`src/rtl/iwk_pkg.sv`:
```
// Package for the ISO week-of-date block: shared types, calendar tables and
// the reciprocal constants used for the divisions by constants. No dependencies.
`default_nettype none

package iwk_pkg;

	localparam int YEAR_W  = 14;
	localparam int MONTH_W = 4;
	localparam int DAY_W   = 5;
	localparam int WEEK_W  = 6;

	// Biased year (year + 399) and its remainder modulo 400
	localparam int BY_W  = 15;
	localparam int R_W   = 9;
	localparam int DOY_W = 9;

	localparam logic [BY_W-1:0] YEAR_BIAS_M1 = BY_W'(399);

	// floor(x / 25) = (x * 1311) >> 15 for x below 1100
	localparam int DIV25_MUL = 1311;
	localparam int DIV25_SH  = 15;
	// floor(x / 7) = (x * 293) >> 11 for x below 500
	localparam int DIV7_MUL  = 293;
	localparam int DIV7_SH   = 11;

	localparam logic [MONTH_W-1:0] MON_JAN = 4'd1;
	localparam logic [MONTH_W-1:0] MON_FEB = 4'd2;
	localparam logic [MONTH_W-1:0] MON_DEC = 4'd12;

	typedef logic [2:0] weekday_t;
	localparam weekday_t WD_MON = 3'd0;
	localparam weekday_t WD_FRI = 3'd4;
	localparam weekday_t WD_SAT = 3'd5;
	localparam weekday_t WD_SUN = 3'd6;

	localparam logic [WEEK_W-1:0] WEEKS_LONG  = 6'd53;
	localparam logic [WEEK_W-1:0] WEEKS_SHORT = 6'd52;
	localparam logic [WEEK_W-1:0] WEEK_FIRST  = 6'd1;

	// January day on which week 1 starts, by weekday of January 1
	localparam logic signed [3:0] FIRST_WEEK_START [7] =
		'{4'sd1, 4'sd0, -4'sd1, -4'sd2, 4'sd4, 4'sd3, 4'sd2};
	// December day on which the last week ends, by weekday of December 31
	localparam logic [5:0] LAST_WEEK_END [7] =
		'{6'd30, 6'd29, 6'd28, 6'd34, 6'd33, 6'd32, 6'd31};
	// Days before each month in a common year, index 1..12
	localparam logic [DOY_W-1:0] DAYS_BEFORE [13] =
		'{9'd0, 9'd0, 9'd31, 9'd59, 9'd90, 9'd120, 9'd151, 9'd181,
		  9'd212, 9'd243, 9'd273, 9'd304, 9'd334};

	typedef struct packed {
		logic [YEAR_W-1:0]  year;
		logic [MONTH_W-1:0] month;
		logic [DAY_W-1:0]   day;
	} date_t;

	typedef struct packed {
		weekday_t          jan1;
		logic              leap_prev;
		logic              leap_cur;
		logic [DOY_W-1:0]  doy;
	} cal_t;

endpackage

`default_nettype wire

```
`src/rtl/iwk_year_reduce.sv`:
```
// First calculation stage: clamps the month and reduces the biased year
// (year + 399) modulo 400. Depends on iwk_pkg.
`default_nettype none

module iwk_year_reduce
	import iwk_pkg::*;
(
	input  wire logic       clk,
	input  wire logic       arst_n,
	input  wire logic       valid_s1,
	input  wire date_t      date_s1,
	output logic            valid_s2,
	output date_t           date_s2,
	output logic [R_W-1:0]  rem_s2
);

	logic [BY_W-1:0]  by_year;
	logic [10:0]      by_hi;
	logic [21:0]      q_prod;
	logic [5:0]       q400;
	logic [BY_W-1:0]  rem_full;
	date_t            date_norm;

	// Biased year over 400: divide by 16 with a shift, then by 25 by reciprocal
	assign by_year  = BY_W'(date_s1.year) + YEAR_BIAS_M1;
	assign by_hi    = by_year[BY_W-1:4];
	assign q_prod   = 22'(by_hi) * 22'(DIV25_MUL);
	assign q400     = q_prod[DIV25_SH +: 6];
	assign rem_full = by_year - BY_W'(q400) * BY_W'(400);

	always_comb begin
		date_norm = date_s1;
		if (date_s1.month == '0) begin
			date_norm.month = MON_JAN;
		end else if (date_s1.month > MON_DEC) begin
			date_norm.month = MON_DEC;
		end
	end

	always_ff @(posedge clk or negedge arst_n) begin
		if (!arst_n) begin
			valid_s2 <= 1'b0;
		end else begin
			valid_s2 <= valid_s1;
		end
	end

	always_ff @(posedge clk) begin
		date_s2 <= date_norm;
		rem_s2  <= rem_full[R_W-1:0];
	end

	a_rem_range: assert property (@(posedge clk) disable iff (!arst_n)
		valid_s2 |-> rem_s2 < R_W'(400))
		else $error("year remainder out of range");

endmodule

`default_nettype wire

```
`src/rtl/iwk_calendar.sv`:
```
// Second calculation stage: weekday of January 1, leap flags of this and the
// previous year, and day of year. Depends on iwk_pkg.
`default_nettype none

module iwk_calendar
	import iwk_pkg::*;
(
	input  wire logic       clk,
	input  wire logic       arst_n,
	input  wire logic       valid_s2,
	input  wire date_t      date_s2,
	input  wire logic [R_W-1:0] rem_s2,
	output logic            valid_s3,
	output date_t           date_s3,
	output cal_t            cal_s3
);

	logic [1:0]        cent;
	logic [R_W-1:0]    day_sum;
	logic [17:0]       q7_prod;
	logic [6:0]        q7;
	logic [R_W-1:0]    wd_full;
	logic [R_W:0]      rem_next;
	logic              leap_prev;
	logic              leap_cur;
	logic [DOY_W-1:0]  doy;

	// Day count of the year before, modulo 7; whole 400-year cycles drop out
	assign cent    = (rem_s2 >= R_W'(300)) ? 2'd3 :
	                 (rem_s2 >= R_W'(200)) ? 2'd2 :
	                 (rem_s2 >= R_W'(100)) ? 2'd1 : 2'd0;
	assign day_sum = rem_s2 + R_W'(rem_s2 >> 2) - R_W'(cent);
	assign q7_prod = 18'(day_sum) * 18'(DIV7_MUL);
	assign q7      = q7_prod[DIV7_SH +: 7];
	assign wd_full = day_sum - R_W'(q7) * R_W'(7);

	assign leap_prev = (rem_s2[1:0] == 2'd0) &&
		!(rem_s2 == R_W'(100) || rem_s2 == R_W'(200) || rem_s2 == R_W'(300));
	assign rem_next  = (R_W+1)'(rem_s2) + (R_W+1)'(1);
	assign leap_cur  = (rem_next[1:0] == 2'd0) &&
		!(rem_next == 10'd100 || rem_next == 10'd200 || rem_next == 10'd300);

	assign doy = DAYS_BEFORE[date_s2.month] + DOY_W'(date_s2.day) +
		DOY_W'(date_s2.month > MON_FEB && leap_cur);

	always_ff @(posedge clk or negedge arst_n) begin
		if (!arst_n) begin
			valid_s3 <= 1'b0;
		end else begin
			valid_s3 <= valid_s2;
		end
	end

	always_ff @(posedge clk) begin
		date_s3           <= date_s2;
		cal_s3.jan1       <= wd_full[2:0];
		cal_s3.leap_prev  <= leap_prev;
		cal_s3.leap_cur   <= leap_cur;
		cal_s3.doy        <= doy;
	end

	a_jan1_range: assert property (@(posedge clk) disable iff (!arst_n)
		valid_s3 |-> cal_s3.jan1 <= WD_SUN)
		else $error("weekday of January 1 out of range");

	a_doy_range: assert property (@(posedge clk) disable iff (!arst_n)
		valid_s3 |-> cal_s3.doy <= DOY_W'(366))
		else $error("day of year out of range");

endmodule

`default_nettype wire

```
`src/rtl/iwk_week.sv`:
```
// Final stage: picks the week year and week number from the calendar facts
// and holds them in the result register. Depends on iwk_pkg.
`default_nettype none

module iwk_week
	import iwk_pkg::*;
(
	input  wire logic        clk,
	input  wire logic        arst_n,
	input  wire logic        valid_s3,
	input  wire date_t       date_s3,
	input  wire cal_t        cal_s3,
	output logic             valid_s4,
	output logic [YEAR_W-1:0] week_year_s4,
	output logic [WEEK_W-1:0] week_number_s4
);

	logic signed [3:0]  wk_start;
	weekday_t           dec31;
	logic               early;
	logic               late;
	logic signed [9:0]  span;
	logic [8:0]         span_u;
	logic [17:0]        wk_prod;
	logic [WEEK_W-1:0]  wk_norm;
	logic [WEEK_W-1:0]  wk_prev;
	logic [YEAR_W-1:0]  wy_next;
	logic [WEEK_W-1:0]  wn_next;

	assign wk_start = FIRST_WEEK_START[cal_s3.jan1];
	assign dec31    = !cal_s3.leap_cur ? cal_s3.jan1 :
	                  (cal_s3.jan1 == WD_SUN) ? WD_MON : cal_s3.jan1 + 3'd1;

	assign early = (date_s3.month == MON_JAN) &&
		($signed({1'b0, date_s3.day}) < $signed({{2{wk_start[3]}}, wk_start}));
	assign late  = (date_s3.month == MON_DEC) &&
		(6'(date_s3.day) > LAST_WEEK_END[dec31]);

	// Previous year has 53 weeks when its December 31 is a Thursday,
	// or a Friday in a leap year
	assign wk_prev = (cal_s3.jan1 == WD_FRI ||
		(cal_s3.jan1 == WD_SAT && cal_s3.leap_prev)) ? WEEKS_LONG : WEEKS_SHORT;

	assign span    = $signed({1'b0, cal_s3.doy}) - $signed({{6{wk_start[3]}}, wk_start});
	assign span_u  = span[8:0];
	assign wk_prod = 18'(span_u) * 18'(DIV7_MUL);
	assign wk_norm = WEEK_W'(wk_prod[DIV7_SH +: 7]) + WEEK_FIRST;

	always_comb begin
		if (early) begin
			wy_next = date_s3.year - YEAR_W'(1);
			wn_next = wk_prev;
		end else if (late) begin
			wy_next = date_s3.year + YEAR_W'(1);
			wn_next = WEEK_FIRST;
		end else begin
			wy_next = date_s3.year;
			wn_next = wk_norm;
		end
	end

	always_ff @(posedge clk or negedge arst_n) begin
		if (!arst_n) begin
			valid_s4 <= 1'b0;
		end else begin
			valid_s4 <= valid_s3;
		end
	end

	always_ff @(posedge clk) begin
		week_year_s4   <= wy_next;
		week_number_s4 <= wn_next;
	end

	a_week_range: assert property (@(posedge clk) disable iff (!arst_n)
		valid_s4 |-> (week_number_s4 >= WEEK_FIRST && week_number_s4 <= WEEKS_LONG))
		else $error("week number out of range");

	a_year_shift: assert property (@(posedge clk) disable iff (!arst_n)
		valid_s4 && (week_year_s4 != $past(date_s3.year)) |->
			(week_number_s4 == WEEK_FIRST || week_number_s4 == WEEKS_SHORT ||
			 week_number_s4 == WEEKS_LONG))
		else $error("week year moved outside a boundary week");

endmodule

`default_nettype wire

```
`src/rtl/iso_week_of_date.sv`:
```
// Top level of the ISO 8601 week-of-date block: input register and the three
// calculation stages. Depends on iwk_pkg, iwk_year_reduce, iwk_calendar, iwk_week.
//
// Give a Gregorian date on year, month and day with start high; the date is
// taken at that clock edge, and busy never rises, so a new date may be
// offered in every cycle. When the date has passed through the register
// ranks below, done is high for exactly one cycle with the ISO week-numbering
// year on week_year and the week (1 to 53, Monday start) on week_number; there
// is no way to hold a result off, so capture it while done is high. Results
// leave in the order the dates came in, one per cycle at most. There are four
// register ranks: the input register, the year-modulo-400 stage, the weekday
// and day-of-year stage, and the result register. Month zero counts as January
// and months above twelve as December; week_year wraps in 14 bits.
`default_nettype none

module iso_week_of_date
	import iwk_pkg::*;
(
	input  wire logic               clk,
	input  wire logic               arst_n,
	input  wire logic               start,
	output logic                    busy,
	input  wire logic [YEAR_W-1:0]  year,
	input  wire logic [MONTH_W-1:0] month,
	input  wire logic [DAY_W-1:0]   day,
	output logic                    done,
	output logic [YEAR_W-1:0]       week_year,
	output logic [WEEK_W-1:0]       week_number
);

	logic            valid_s1;
	date_t           date_s1;
	logic            valid_s2;
	date_t           date_s2;
	logic [R_W-1:0]  rem_s2;
	logic            valid_s3;
	date_t           date_s3;
	cal_t            cal_s3;

	// Every stage advances each cycle, so a beat is never refused
	assign busy = 1'b0;

	// Input register: hold the accepted beat for the first stage
	always_ff @(posedge clk or negedge arst_n) begin
		if (!arst_n) begin
			valid_s1 <= 1'b0;
		end else begin
			valid_s1 <= start && !busy;
		end
	end

	always_ff @(posedge clk) begin
		date_s1.year  <= year;
		date_s1.month <= month;
		date_s1.day   <= day;
	end

	// Reduce the year modulo 400 and clamp the month
	iwk_year_reduce u_year_reduce (
		.clk      (clk),
		.arst_n   (arst_n),
		.valid_s1 (valid_s1),
		.date_s1  (date_s1),
		.valid_s2 (valid_s2),
		.date_s2  (date_s2),
		.rem_s2   (rem_s2)
	);

	// Work out the weekday of January 1, the leap flags and the day of year
	iwk_calendar u_calendar (
		.clk      (clk),
		.arst_n   (arst_n),
		.valid_s2 (valid_s2),
		.date_s2  (date_s2),
		.rem_s2   (rem_s2),
		.valid_s3 (valid_s3),
		.date_s3  (date_s3),
		.cal_s3   (cal_s3)
	);

	// Resolve the year boundaries and register the result beat
	iwk_week u_week (
		.clk            (clk),
		.arst_n         (arst_n),
		.valid_s3       (valid_s3),
		.date_s3        (date_s3),
		.cal_s3         (cal_s3),
		.valid_s4       (done),
		.week_year_s4   (week_year),
		.week_number_s4 (week_number)
	);

endmodule

`default_nettype wire
```
`config.mk`:
```
export PLATFORM = sky130hd
export DESIGN_NAME = iso_week_of_date
export DESIGN_NICKNAME = d
export VERILOG_FILES = /design/src/rtl/iwk_pkg.sv /design/src/rtl/iwk_year_reduce.sv /design/src/rtl/iwk_calendar.sv /design/src/rtl/iwk_week.sv /design/src/rtl/iso_week_of_date.sv
export SDC_FILE = /design/constraint.sdc
export NUM_CORES = 1
export LEC_CHECK = 0
export BUFFER_PORTS_ARGS = -buffer_cell sky130_fd_sc_hd__buf_2
export CORE_MARGIN = 5
export CORE_UTILIZATION = 33
export DETAILED_ROUTE_END_ITERATION = 12
export PLACE_DENSITY = 0.47
export SYNTH_ARGS = -nofsm -noshare
export SYNTH_HDL_FRONTEND = slang
export SYNTH_SLANG_ARGS = --single-unit
```
`constraint.sdc`:
```
create_clock -name clk -period 7.6 [get_ports clk]
set_input_delay 0.38 -clock clk [delete_from_list [all_inputs] [get_ports clk]]
set_output_delay 0.38 -clock clk [all_outputs]
set_load 0.1 [all_outputs]
```
* Yosys cells after proc, flatten, opt, wreduce, memory -nomap -nowiden *
Memory sizes are Yosys's and may differ from the RTL's.
Index checks and enable logic that the tools add are counted.

word-level totals
  bits in registers = 116
  latch bits = 0
  memory bits (writable) = 0
  ROM bits = 224
  input bits = 26
  output and inout port bits = 22
  word-level logic and storage cells = 100
  memories = 3

cells by class
  add/sub/neg operators = 13
  $mul = 5
  divide/modulo/power cells = 0
  order comparisons = 10
  equal/unequal tests = 11
  shift operators = 0
  mux-type cells = 17
  bitwise logic cells = 3
  reductions and logical operators = 17

memory list
  memory           depth  width  read ports  clocked after memory_dff  wr ports  line                source
  (no name shown)  16     9      1           0                         0         iwk_calendar.sv:43  assign doy = DAYS_BEFORE[date_s2.month] + DOY_W'(date_s2.day) +
  (no name shown)  8      6      1           0                         0         iwk_week.sv:37      (6'(date_s3.day) > LAST_WEEK_END[dec31]);
  (no name shown)  8      4      1           0                         0         iwk_week.sv:30      assign wk_start = FIRST_WEEK_START[cal_s3.jan1];

operator list
  kind                    number
  $mux 14                 2
  $mux 6                  4
  $mul 11x11->21 const B  1
  $mul 9x9->18 const B    1
  $mux 9                  2
  $mul 9x9->17 const B    1
  $add 14x9->15 const B   1
  $add 14x1->14 const B   1
  $sub 14x1->14 const B   1
  $mux 4                  3
  $add 9x1->10 const B    1
  $eq 10x7->1 const B     1
  $eq 10x8->1 const B     1
  $eq 10x9->1 const B     1
  $add 9x1->9             1
  $add 9x5->9             1
  $add 9x7->9             1
  $eq 3x3->1 const B      3
  $eq 9x7->1 const B      1
  $eq 9x8->1 const B      1
  $eq 9x9->1 const B      1
  $ge 9x7->1 const B      1
  $ge 9x8->1 const B      1
  $ge 9x9->1 const B      1
  other kinds (27)        43

* Longest topological paths before layout *
Gate-level depths: netlist of run 1.

  depth after elaboration = 11
  depth in mapped cells = 37
  mapped depth without buffers = 37

* Hierarchy *
Synthesis of run 1 repeated with hierarchy kept, for this count alone.

unflattened totals
  cells, all modules = 1,023
  area total of the unflattened synthesis = 9,884.5 um^2

by module, submodules not included
  module            instances  cells an instance  area each (um^2)  sequential area each (um^2)
  iwk_year_reduce   1          333                3,428.3           665.6
  iwk_calendar      1          311                2,987.9           765.7
  iwk_week          1          353                2,971.6           425.4
  iso_week_of_date  1          26                 496.7             485.5

* Least setup slack after synthesis of run 1 *
No wires, ideal clock.

  kind = flip-flop to flip-flop
  from = register date_s1[9] (netlist name)
  to = register u_year_reduce.rem_s2[8]
  library setup time = 0.121 ns
  arrival = 7.529 ns
  required time = 7.479 ns
  slack = -0.050 ns
  cell stages (with the launch flop) = 36
  buffers on the path = 0
  clock period less this slack = 7.650 ns
  path through = dfxtp_1 inv_1 ha_1 or3b_4 a41oi_2 inv_1 o21a_1 xor2_1 inv_1 fa_1 inv_1 ha_1 inv_1 fa_1 fa_1 inv_1 fa_1 ha_1 o21ai_0 o21bai_1 a211oi_1 o21ai_1 o21ai_1 nand2b_1 xor2_1 ha_1 inv_1 ha_1 nor2_1 a21oi_1 xnor3_1 xnor2_2 xnor2_1 xnor2_1 xnor2_1 xnor2_1

between the ends
  elaborated cells on any way between the ends = 4
  classes of those cells = 2 x add/sub; 2 x mul

RTL lines
  item                           line                   source
  $add 14x9->15                  iwk_year_reduce.sv:25  assign by_year = BY_W'(date_s1.year) + YEAR_BIAS_M1;
  net u_year_reduce.by_year[0]   iwk_year_reduce.sv:17  logic [BY_W-1:0] by_year;
  $sub 9x9->9                    iwk_year_reduce.sv:29  assign rem_full = by_year - BY_W'(q400) * BY_W'(400);
  net u_year_reduce.rem_full[8]  iwk_year_reduce.sv:21  logic [BY_W-1:0] rem_full;
  to (signal assigned)           iwk_year_reduce.sv:50  rem_s2 <= rem_full[R_W-1:0];
  to (decl)                      iwk_year_reduce.sv:14  output logic [R_W-1:0] rem_s2

The timed path passes the listed nets, and every way through them passes these cells.
A chain may end at the register's enable or synchronous reset.

* Worst setup path after layout of run 1 *
  from = register u_year_reduce.rem_s2[4]
  to = register u_calendar.cal_s3[13] (netlist name)

between the ends
  longest elaborated chain between the ends = 8
  elaborated cells on any way between the ends = 11
  classes of those cells = 3 x add/sub; 2 x mul; 3 x order compare; 3 x mux

ends and longest elaborated chain
  item                       line                source
  $ge 9x7->1                 iwk_calendar.sv:31  (rem_s2 >= R_W'(100)) ? 2'd1 : 2'd0;
  $mux 1                     iwk_calendar.sv:31
  $mux 2                     iwk_calendar.sv:30  (rem_s2 >= R_W'(200)) ? 2'd2 :
  $mux 2                     iwk_calendar.sv:29  assign cent = (rem_s2 >= R_W'(300)) ? 2'd3 :
  $sub 9x2->9 *              iwk_calendar.sv:32  assign day_sum = rem_s2 + R_W'(rem_s2 >> 2) - R_W'(cent);
  $mul 9x9->18               iwk_calendar.sv:33  assign q7_prod = 18'(day_sum) * 18'(DIV7_MUL);
  $mul 7x3->3                iwk_calendar.sv:35  assign wd_full = day_sum - R_W'(q7) * R_W'(7);
  $sub 3x3->3 *              iwk_calendar.sv:35
  net u_calendar.wd_full[2]  iwk_calendar.sv:22  logic [R_W-1:0] wd_full;

The timed path passes the listed nets; every way through them passes the cells marked *.

==> results.yml, run 1 <==
status:
  status: "complete, no violations"
yosys:
  synth_top_area_share_pct: 27.66
  synth_cell_types: 65
  synth_seq_cells: 116
  syn_avg_cell_area_um2: 9.715
  synthArstFlopShare_pct: 3.448
  syn_inst: 973
  syn_nets: 1266
  synth-main-ff-cell: "dfxtp_1"
  synth.top_cells.by_area: "ha_1, dfxtp_1, fa_1"
  ys_warn_count: 0
  synth_seq_area_share_pct: 24.78
  synth_edf_count: 0
  synth_area_mm2: 0.009453
  yosys.area.top_type: "ha_1"
layout:
  layout_common_cells: "ha_1, inv_1, dfxtp_1"
  utilization_pct: 40.16
  final_common_cell: "ha_1"
  nNetsFinal: 1380
  drive_gt1_share_pct: 18.36
  final_cells: 1484
  area_delta_synth_final_pct: 20.97
  diodes: 0
setup_path:
  arrival_ps: 7870
  startpoint: "u_year_reduce.rem_s2[4]"
  crit_type: "register to register"
  ff2ff_path_depth: 38
  timing.rr.start: "u_year_reduce.rem_s2[4]"
  crit_path_start_kind: "register"
  critPathRequiredTime_ps: 7910
  timing.critical_path.mode_cell: "buf_4"
  crit_path_end_kind: "register"
  endpoint: "u_calendar.cal_s3[13]"
  max_stage_delay_ps: 530
  worstReg2RegEnd: "u_calendar.cal_s3[13]"
  slowest_stage: "or4_4"
  ff2ff_setup_slack_ps: 40
  cp_max_fo: 4
routing:
  antenna_left: 0
  routed_via_density: 4.377
  routedWlPerCell_um: 12.16
  drt-initial-drc-count: 259
  drtPass1Iterations: 4
  drt-total-wl_mm: 18.05
  drcViolationCount: 0
  vias: 6496
die:
  core_mm2: 0.02847
  io-pin-count: 48
  dieArea_mm2: 0.03213
  chipWidth_um: 179.3
  fp.dieH_um: 179.3
  core.rowCount: 62
  start_util_pct: 33.20
clock_network:
  cts_max_path_buffers: 2
  htree_levels: 4
  clk_pin_slew_ps: 70
  numCtsBuffers: 17
  cts_tree: "yes"
  clock_latency_ps: 420
  clock-root-buffer: "clkbuf_16"
  cts.sinks: 116
sta:
  hold_ws_ps: 55.76
  finalCritPeriodShare_pct: 99.44
  tightest_slew_ps: 1114
  min_period_ps: 7558
  slew_headroom_pct: 25.76
  skew_ps: 14.43
  max_freq_mhz: 132.3
  tns_ps: 0
  finalMaxSlewViolations: 0
  finalHoldViolCount: 0
  setup_viol: 0
  rsz0062_at_grt: "yes"
global_route:
  track_usage_pct: 11.91
  grt_pass1_wl_mm: 30.76
  grt_max_degree: 17
  grt_overflow: 0
  first_global_vias: 6555
  antenna_found_initial: 0
run:
  cap_violations: 0
placed_design:
  dp_hpwl_mm: 15.08
  place_inst: 1442
  place.gp.congestion: 0.7955
  numPortBuffers: 46
hold_path:
  min_path_type: "primary input to register"
flip-flops by register name (all words and copies together) (netlist names), 6 cells and up:
name and flops:
u_week.week_year_s4 14, u_week.week_number_s4 6, u_calendar.cal_s3 14, u_calendar.date_s3 23
date_s1 23, u_year_reduce.rem_s2 9, u_year_reduce.date_s2 23
routing by layer:
layer	vias up	GRT usage (%)	wire length (µm)
met5	-	0	0
met4	0	3.523	218
met3	20	1.729	295
met2	53	20.57	8972
met1	3002	15.44	8563
li1	3421	-	-
cell type report:
class	count	area (µm²)
Timing Repair Buffer	105	675.6
Multi-Input combinational cell	647	6579
Inverter	200	750.7
Sequential cell	116	2345
Fill cell	2890	17040
Clock buffer	17	425.4
Tap cell	384	480.5
Clock inverter	15	178.9
synth_stat cells (9+ instances only):
| cell type | n |
|---|---|
| a21o_1 | 9 |
| a21oi_1 | 33 |
| dfxtp_1 | 112 |
| fa_1 | 58 |
| ha_1 | 209 |
| inv_1 | 200 |
| nand2_1 | 31 |
| nand2b_1 | 10 |
| nand3_1 | 19 |
| nor2_1 | 38 |
| nor2b_1 | 11 |
| o21ai_0 | 24 |
| o21ai_1 | 12 |
| xnor2_1 | 43 |
| xor2_1 | 35 |
what timing repair did:
| action | CTS | global route |
|---|---|---|
| endpoints found under the setup margin | 2 | 2 |
| buffers inserted | 5 | 4 |
| hold endpoints to repair | 4 | 0 |
| gates resized for setup | 14 | 42 |
| hold buffers | 1 | 0 |
| pin swaps | 19 | 37 |
worst min-delay path by stage:
stage,from,end,slack [ps],depth (start not counted)
CTS,year[4],date_s1[13],40,1
floorplan,arst_n,u_calendar.valid_s3,80,0
global placement,arst_n,u_week.valid_s4,190,1
finish,year[10],date_s1[19],60,1
global route,year[10],date_s1[19],30,1
detailed placement,arst_n,u_week.valid_s4,190,1
critical path: cells and delay by family, from the launching register on:
kind	cells	cell delay (ps)
adder cells (fa/ha/maj)	9	2730
AND/OR/NAND/NOR	8	1750
XOR/XNOR	7	1140
AO/OA/AOI/OAI	7	940
buffers and inverters	7	590
flip-flops	1	310
kinds of logic after synthesis:
group	after synthesis	synth area share (%)
buffers and inverters	210	8.405
adder cells (fa/ha/maj)	267	39.95
AO/OA/AOI/OAI	121	8.286
XOR/XNOR	84	8.577
other	1	0.03967
multiplexers	7	0.7677
flip-flops	116	24.78
AND/OR/NAND/NOR	167	9.199
through the flow:
stage               cell area, µm²  setup slack (ps)
finish                       11430             42.25
global route                 11430            -346.8
CTS                          11200            -40.23
detailed placement           10500            -299.2
global placement             10500            -227.5
floorplan                     9462             25.41
Power of run 1 is not shown: default switching activity piles up to over one toggle a cycle in this logic, so the estimate is an artifact.
==> inputs of run 2 (changes only) <==
CORE_MARGIN = unset   (was 5)
==> run 2 against run 1 <==
Critical endpoint unchanged. Wire length grew 0.71%. Non-clock buffer count up 9. Design area is 0.73% higher. First-iteration DRC count shrank 40%. Cell count increased by 0.20%. Die area shrank 8.7%. Setup slack better by 36 ps. Clock skew down 6.0 ps. Fmax rose by 0.47%.
==> results.yml, run 2 (synthesis results as in run 1) <==
clock_network:
  clk_pin_slew_ps: 70
  cts_tree: "yes"
  cts_max_path_buffers: 2
  cts.sinks: 116
  numCtsBuffers: 17
  htree_levels: 4
  clock-root-buffer: "clkbuf_16"
  clock_latency_ps: 410
global_route:
  grt_max_degree: 17
  grt_pass1_wl_mm: 30.82
  track_usage_pct: 13.28
  grt_overflow: 0
  first_global_vias: 6468
  antenna_found_initial: 0
sta:
  finalHoldViolCount: 0
  finalMaxSlewViolations: 0
  rsz0062_at_grt: "yes"
  setup_viol: 0
  slew_headroom_pct: 58.71
  min_period_ps: 7522
  max_freq_mhz: 132.9
  skew_ps: 8.463
  tightest_slew_ps: 618.6
  hold_ws_ps: 57.93
  finalCritPeriodShare_pct: 98.97
layout:
  area_delta_synth_final_pct: 21.85
  drive_gt1_share_pct: 19.84
  multi_input_area_mm2: 0.006615
  layout_common_cells: "ha_1, inv_1, dfxtp_1"
  nNetsFinal: 1389
  fill_cells: 2813
  diodes: 0
  reg.largest.list: "date_s1 (23), u_calendar.date_s3 (23), u_year_reduce.date_s2 (23)"
  seqCellArea_mm2: 0.002346
  final_common_cell: "ha_1"
die:
  dieArea_mm2: 0.02933
  start_util_pct: 33.75
  chipWidth_um: 171.3
  io-pin-count: 48
  fp.dieH_um: 171.3
  core_mm2: 0.02801
  core.rowCount: 61
routing:
  antenna_left: 0
  routedWlPerCell_um: 12.23
  drt-initial-drc-count: 155
  drtPass1Iterations: 4
  vias: 6531
  drcViolationCount: 0
  routed_via_density: 4.392
  drt-total-wl_mm: 18.18
placed_design:
  place.gp.congestion: 0.7902
  numPortBuffers: 46
  dp_hpwl_mm: 15.19
setup_path:
  arrival_ps: 7830
  crit_path_end_kind: "register"
  cp_max_fo: 3
  startpoint: "u_year_reduce.rem_s2[4]"
  critPathRequiredTime_ps: 7900
  ff2ff_setup_slack_ps: 80
  crit_type: "register to register"
  slowest_stage: "or4_4"
  crit_path_start_kind: "register"
  timing.rr.start: "u_year_reduce.rem_s2[4]"
  timing.critical_path.mode_cell: "xnor2_1"
  max_stage_delay_ps: 530
hold_path:
  min_path_type: "primary input to register"
  hold_start: "year[12]"
run:
  cap_violations: 0
status:
  status: "complete, no violations"
-- run 2: through the flow --
stage / util, % / cell area, µm² / setup WS, ps / instances / setup TNS, ps
final: 41.12 / 11520 / 77.97 / 1487 / 0
after global routing: 41.12 / 11520 / -277.1 / 1487 / -357.5
after CTS: 40.10 / 11230 / -31.36 / 1483 / -31.36
after detailed placement: 37.58 / 10530 / -257.9 / 1441 / -387.4
after global placement: 37.58 / 10530 / -156.9 / 1441 / -294.2
after floorplan: - / 9462 / 25.41 / 973 / 0
-- run 2: what timing repair did --
action,4_1_cts,5_1_grt
hold buffers,1,0
endpoints found under the hold margin,4,0
pin swaps,22,41
gates resized for setup,12,51
setup endpoints to repair,2,2
buffers inserted,9,4
-- run 2: worst paths after layout --
| kind | end | depth (start not counted) |
|---|---|---|
| max | u_calendar.cal_s3[13] | 36 |
| min | date_s1[21] | 1 |
| max reg2reg | u_calendar.cal_s3[13] | 36 |
| min reg2reg | u_calendar.date_s3[11] | 0 |
| max in group asynchronous | u_week.valid_s4 | 2 |
| min in group asynchronous | valid_s1 | 2 |
-- run 2: layout make-up --
| class | count | area share, % |
|---|---|---|
| clock buffer | 17 | 3.693 |
| clock inverter | 15 | 1.434 |
| inverter | 200 | 6.518 |
| multi-input combinational | 647 | 57.43 |
| sequential | 116 | 20.37 |
| tap | 378 | 4.106 |
| timing repair buffer | 114 | 6.452 |
-- run 2: critical path, delay by kind of cell, from the launching register on --
kind	cells	cell delay, ps
AOI/OAI and AO/OA	7	820
xor gates and xnor gates	8	1240
adders and majority gates	9	2820
buffers and inverters	5	330
DFF	1	310
and+or+nand+nor	7	1880
-- run 2: routing by layer --
layer  part of all wire (%)  vias up  track usage [%]
li1                       -     3438                -
met1                     49     3035            17.63
met2                     48       42            22.36
met3                    1.4       16            1.726
met4                    1.2        0            3.998
met5                      0        -                0
Power of run 2 is left out for the same reason.
==> inputs of run 3 (changes only) <==
CORE_ASPECT_RATIO = 0.5   (was unset)
==> run 3 against run 2 <==
The run now ends with negative setup slack left. Clock skew about the same. Hold slack better by 2.1 ps. Fmax down 1.6%. Die area up 0.14%. Via count up 0.23%. Cell count down 0.20%. Sequential share of layout area up 0.14 points. Critical path depth up 1. Setup slack worse by 120 ps.
==> results.yml, run 3 (synthesis results as in run 1) <==
status:
  status: "complete, but fails checks"
  violations: "negative setup slack"
die:
  dieArea_mm2: 0.02937
  start_util_pct: 33.85
  fp.dieH_um: 121.7
  chipWidth_um: 241.4
  io-pin-count: 48
  core.rowCount: 43
  core_mm2: 0.02792
sta:
  setup_viol: 1
  max_freq_mhz: 130.9
  finalCritPeriodShare_pct: 100.5
  hold_ws_ps: 60.01
  slew_headroom_pct: 58.17
  min_period_ps: 7641
  finalHoldViolCount: 0
  tightest_slew_ps: 623.0
  skew_ps: 8.817
  worst_slack_ps: -40.90
  rsz0062_at_grt: "yes"
  finalMaxSlewViolations: 0
clock_network:
  clk_pin_slew_ps: 60
  cts_max_path_buffers: 2
  numCtsBuffers: 17
  clock-root-buffer: "clkbuf_16"
  cts.sinks: 116
  clock_latency_ps: 420
  htree_levels: 4
  cts_tree: "yes"
global_route:
  grt_pass1_wl_mm: 31.07
  antenna_found_initial: 0
  grt_overflow: 0
  track_usage_pct: 13.31
  grt_max_degree: 17
  first_global_vias: 6657
placed_design:
  place_inst: 1448
  dp_slack_ps: -245.2
  numPortBuffers: 46
  dp_hpwl_mm: 15.21
  place.gp.congestion: 0.8140
routing:
  drt-initial-drc-count: 257
  drt-total-wl_mm: 18.21
  vias: 6546
  routed_via_density: 4.411
  drcViolationCount: 0
  routedWlPerCell_um: 12.27
  drtPass1Iterations: 4
  antenna_left: 0
hold_path:
  min_path_type: "primary input to register"
setup_path:
  critPathRequiredTime_ps: 7900
  path_buf_inv: 6
  cp_max_fo: 3
  crit_family: "adder cells"
  crit_path_end_kind: "register"
  crit_path_start_kind: "register"
  arrival_ps: 7940
  slowest_stage: "or4_4"
  crit_type: "register to register"
  max_stage_delay_ps: 530
layout:
  final_cells: 1484
  reg.largest.list: "date_s1 (23), u_calendar.date_s3 (23), u_year_reduce.date_s2 (23)"
  final_common_cell: "ha_1"
  diodes: 0
  layout_common_cells: "ha_1, inv_1, dfxtp_1"
  area_delta_synth_final_pct: 21.01
  nNetsFinal: 1382
  drive_gt1_share_pct: 18.60
run:
  cap_violations: 0
run 3: cell count changes in the layout (fill, tap and decap cells not counted), moves of 3 or more:
cell	previous run	this run
a21oi_2	5	2
o21ai_1	8	11
clkinv_8	3	0
inv_8	5	2
inv_2	12	8
ha_4	11	7
inv_1	188	192
buf_4	67	60
run 3: worst reg2reg max path: cells and delay by family (launching register included):
family | cells | cell delay (ps)
xor gates and xnor gates | 8 | 1360
buffers and inverters | 6 | 300
and+or+nand+nor | 6 | 1700
AOI/OAI and AO/OA | 8 | 960
adders and majority gates | 9 | 2900
DFF | 1 | 330
run 3: path summary, 6_finish.rpt:
path	start	to	slack, ps	cells after the start
worst min register to register	u_year_reduce.date_s2[22]	u_calendar.date_s3[22]	320	0
worst max register to register	u_year_reduce.rem_s2[3]	u_calendar.cal_s3[13]	-40	37
max in group asynchronous	arst_n	valid_s1	7180	2
min in group asynchronous	arst_n	u_week.valid_s4	310	2
worst min-delay path	year[13]	date_s1[22]	60	1
worst max-delay path	u_year_reduce.rem_s2[3]	u_calendar.cal_s3[13]	-40	37
run 3: stage by stage:
stage                     setup TNS (ps)  utilization [%]  instance area [µm²]
after floorplan                        0                -                 9462
after global placement            -36.89            37.80                10550
after detailed placement          -334.7            37.80                10550
after CTS                         -76.45            40.10                11200
after global routing              -392.7            40.96                11440
final                             -40.90            40.96                11440
run 3: final cells by class:
class / count / area, µm²
Multi-Input combinational cell: 647 / 6573
Timing Repair Buffer: 107 / 690.7
Sequential cell: 116 / 2346
Fill cell: 2765 / 16480
Clock buffer: 17 / 425.4
Inverter: 200 / 750.7
Tap cell: 382 / 478.0
Clock inverter: 15 / 175.2
run 3: layer usage:
metal	track usage, %	wire length (µm)	vias up
li1	-	-	3425
met2	22.34	8694	52
met4	4.984	301	0
met3	2.085	293	16
met5	0	0	-
met1	17.27	8917	3053
run 3: repair_timing:
item / CTS / global route
setup buffers: 0 / 3
endpoints found under the hold margin: 4 / 0
pin swaps: 14 / 42
hold buffers: 1 / 0
endpoints found under the setup margin: 2 / 2
resized for setup: 10 / 46
Power of run 3 is left out for the same reason.
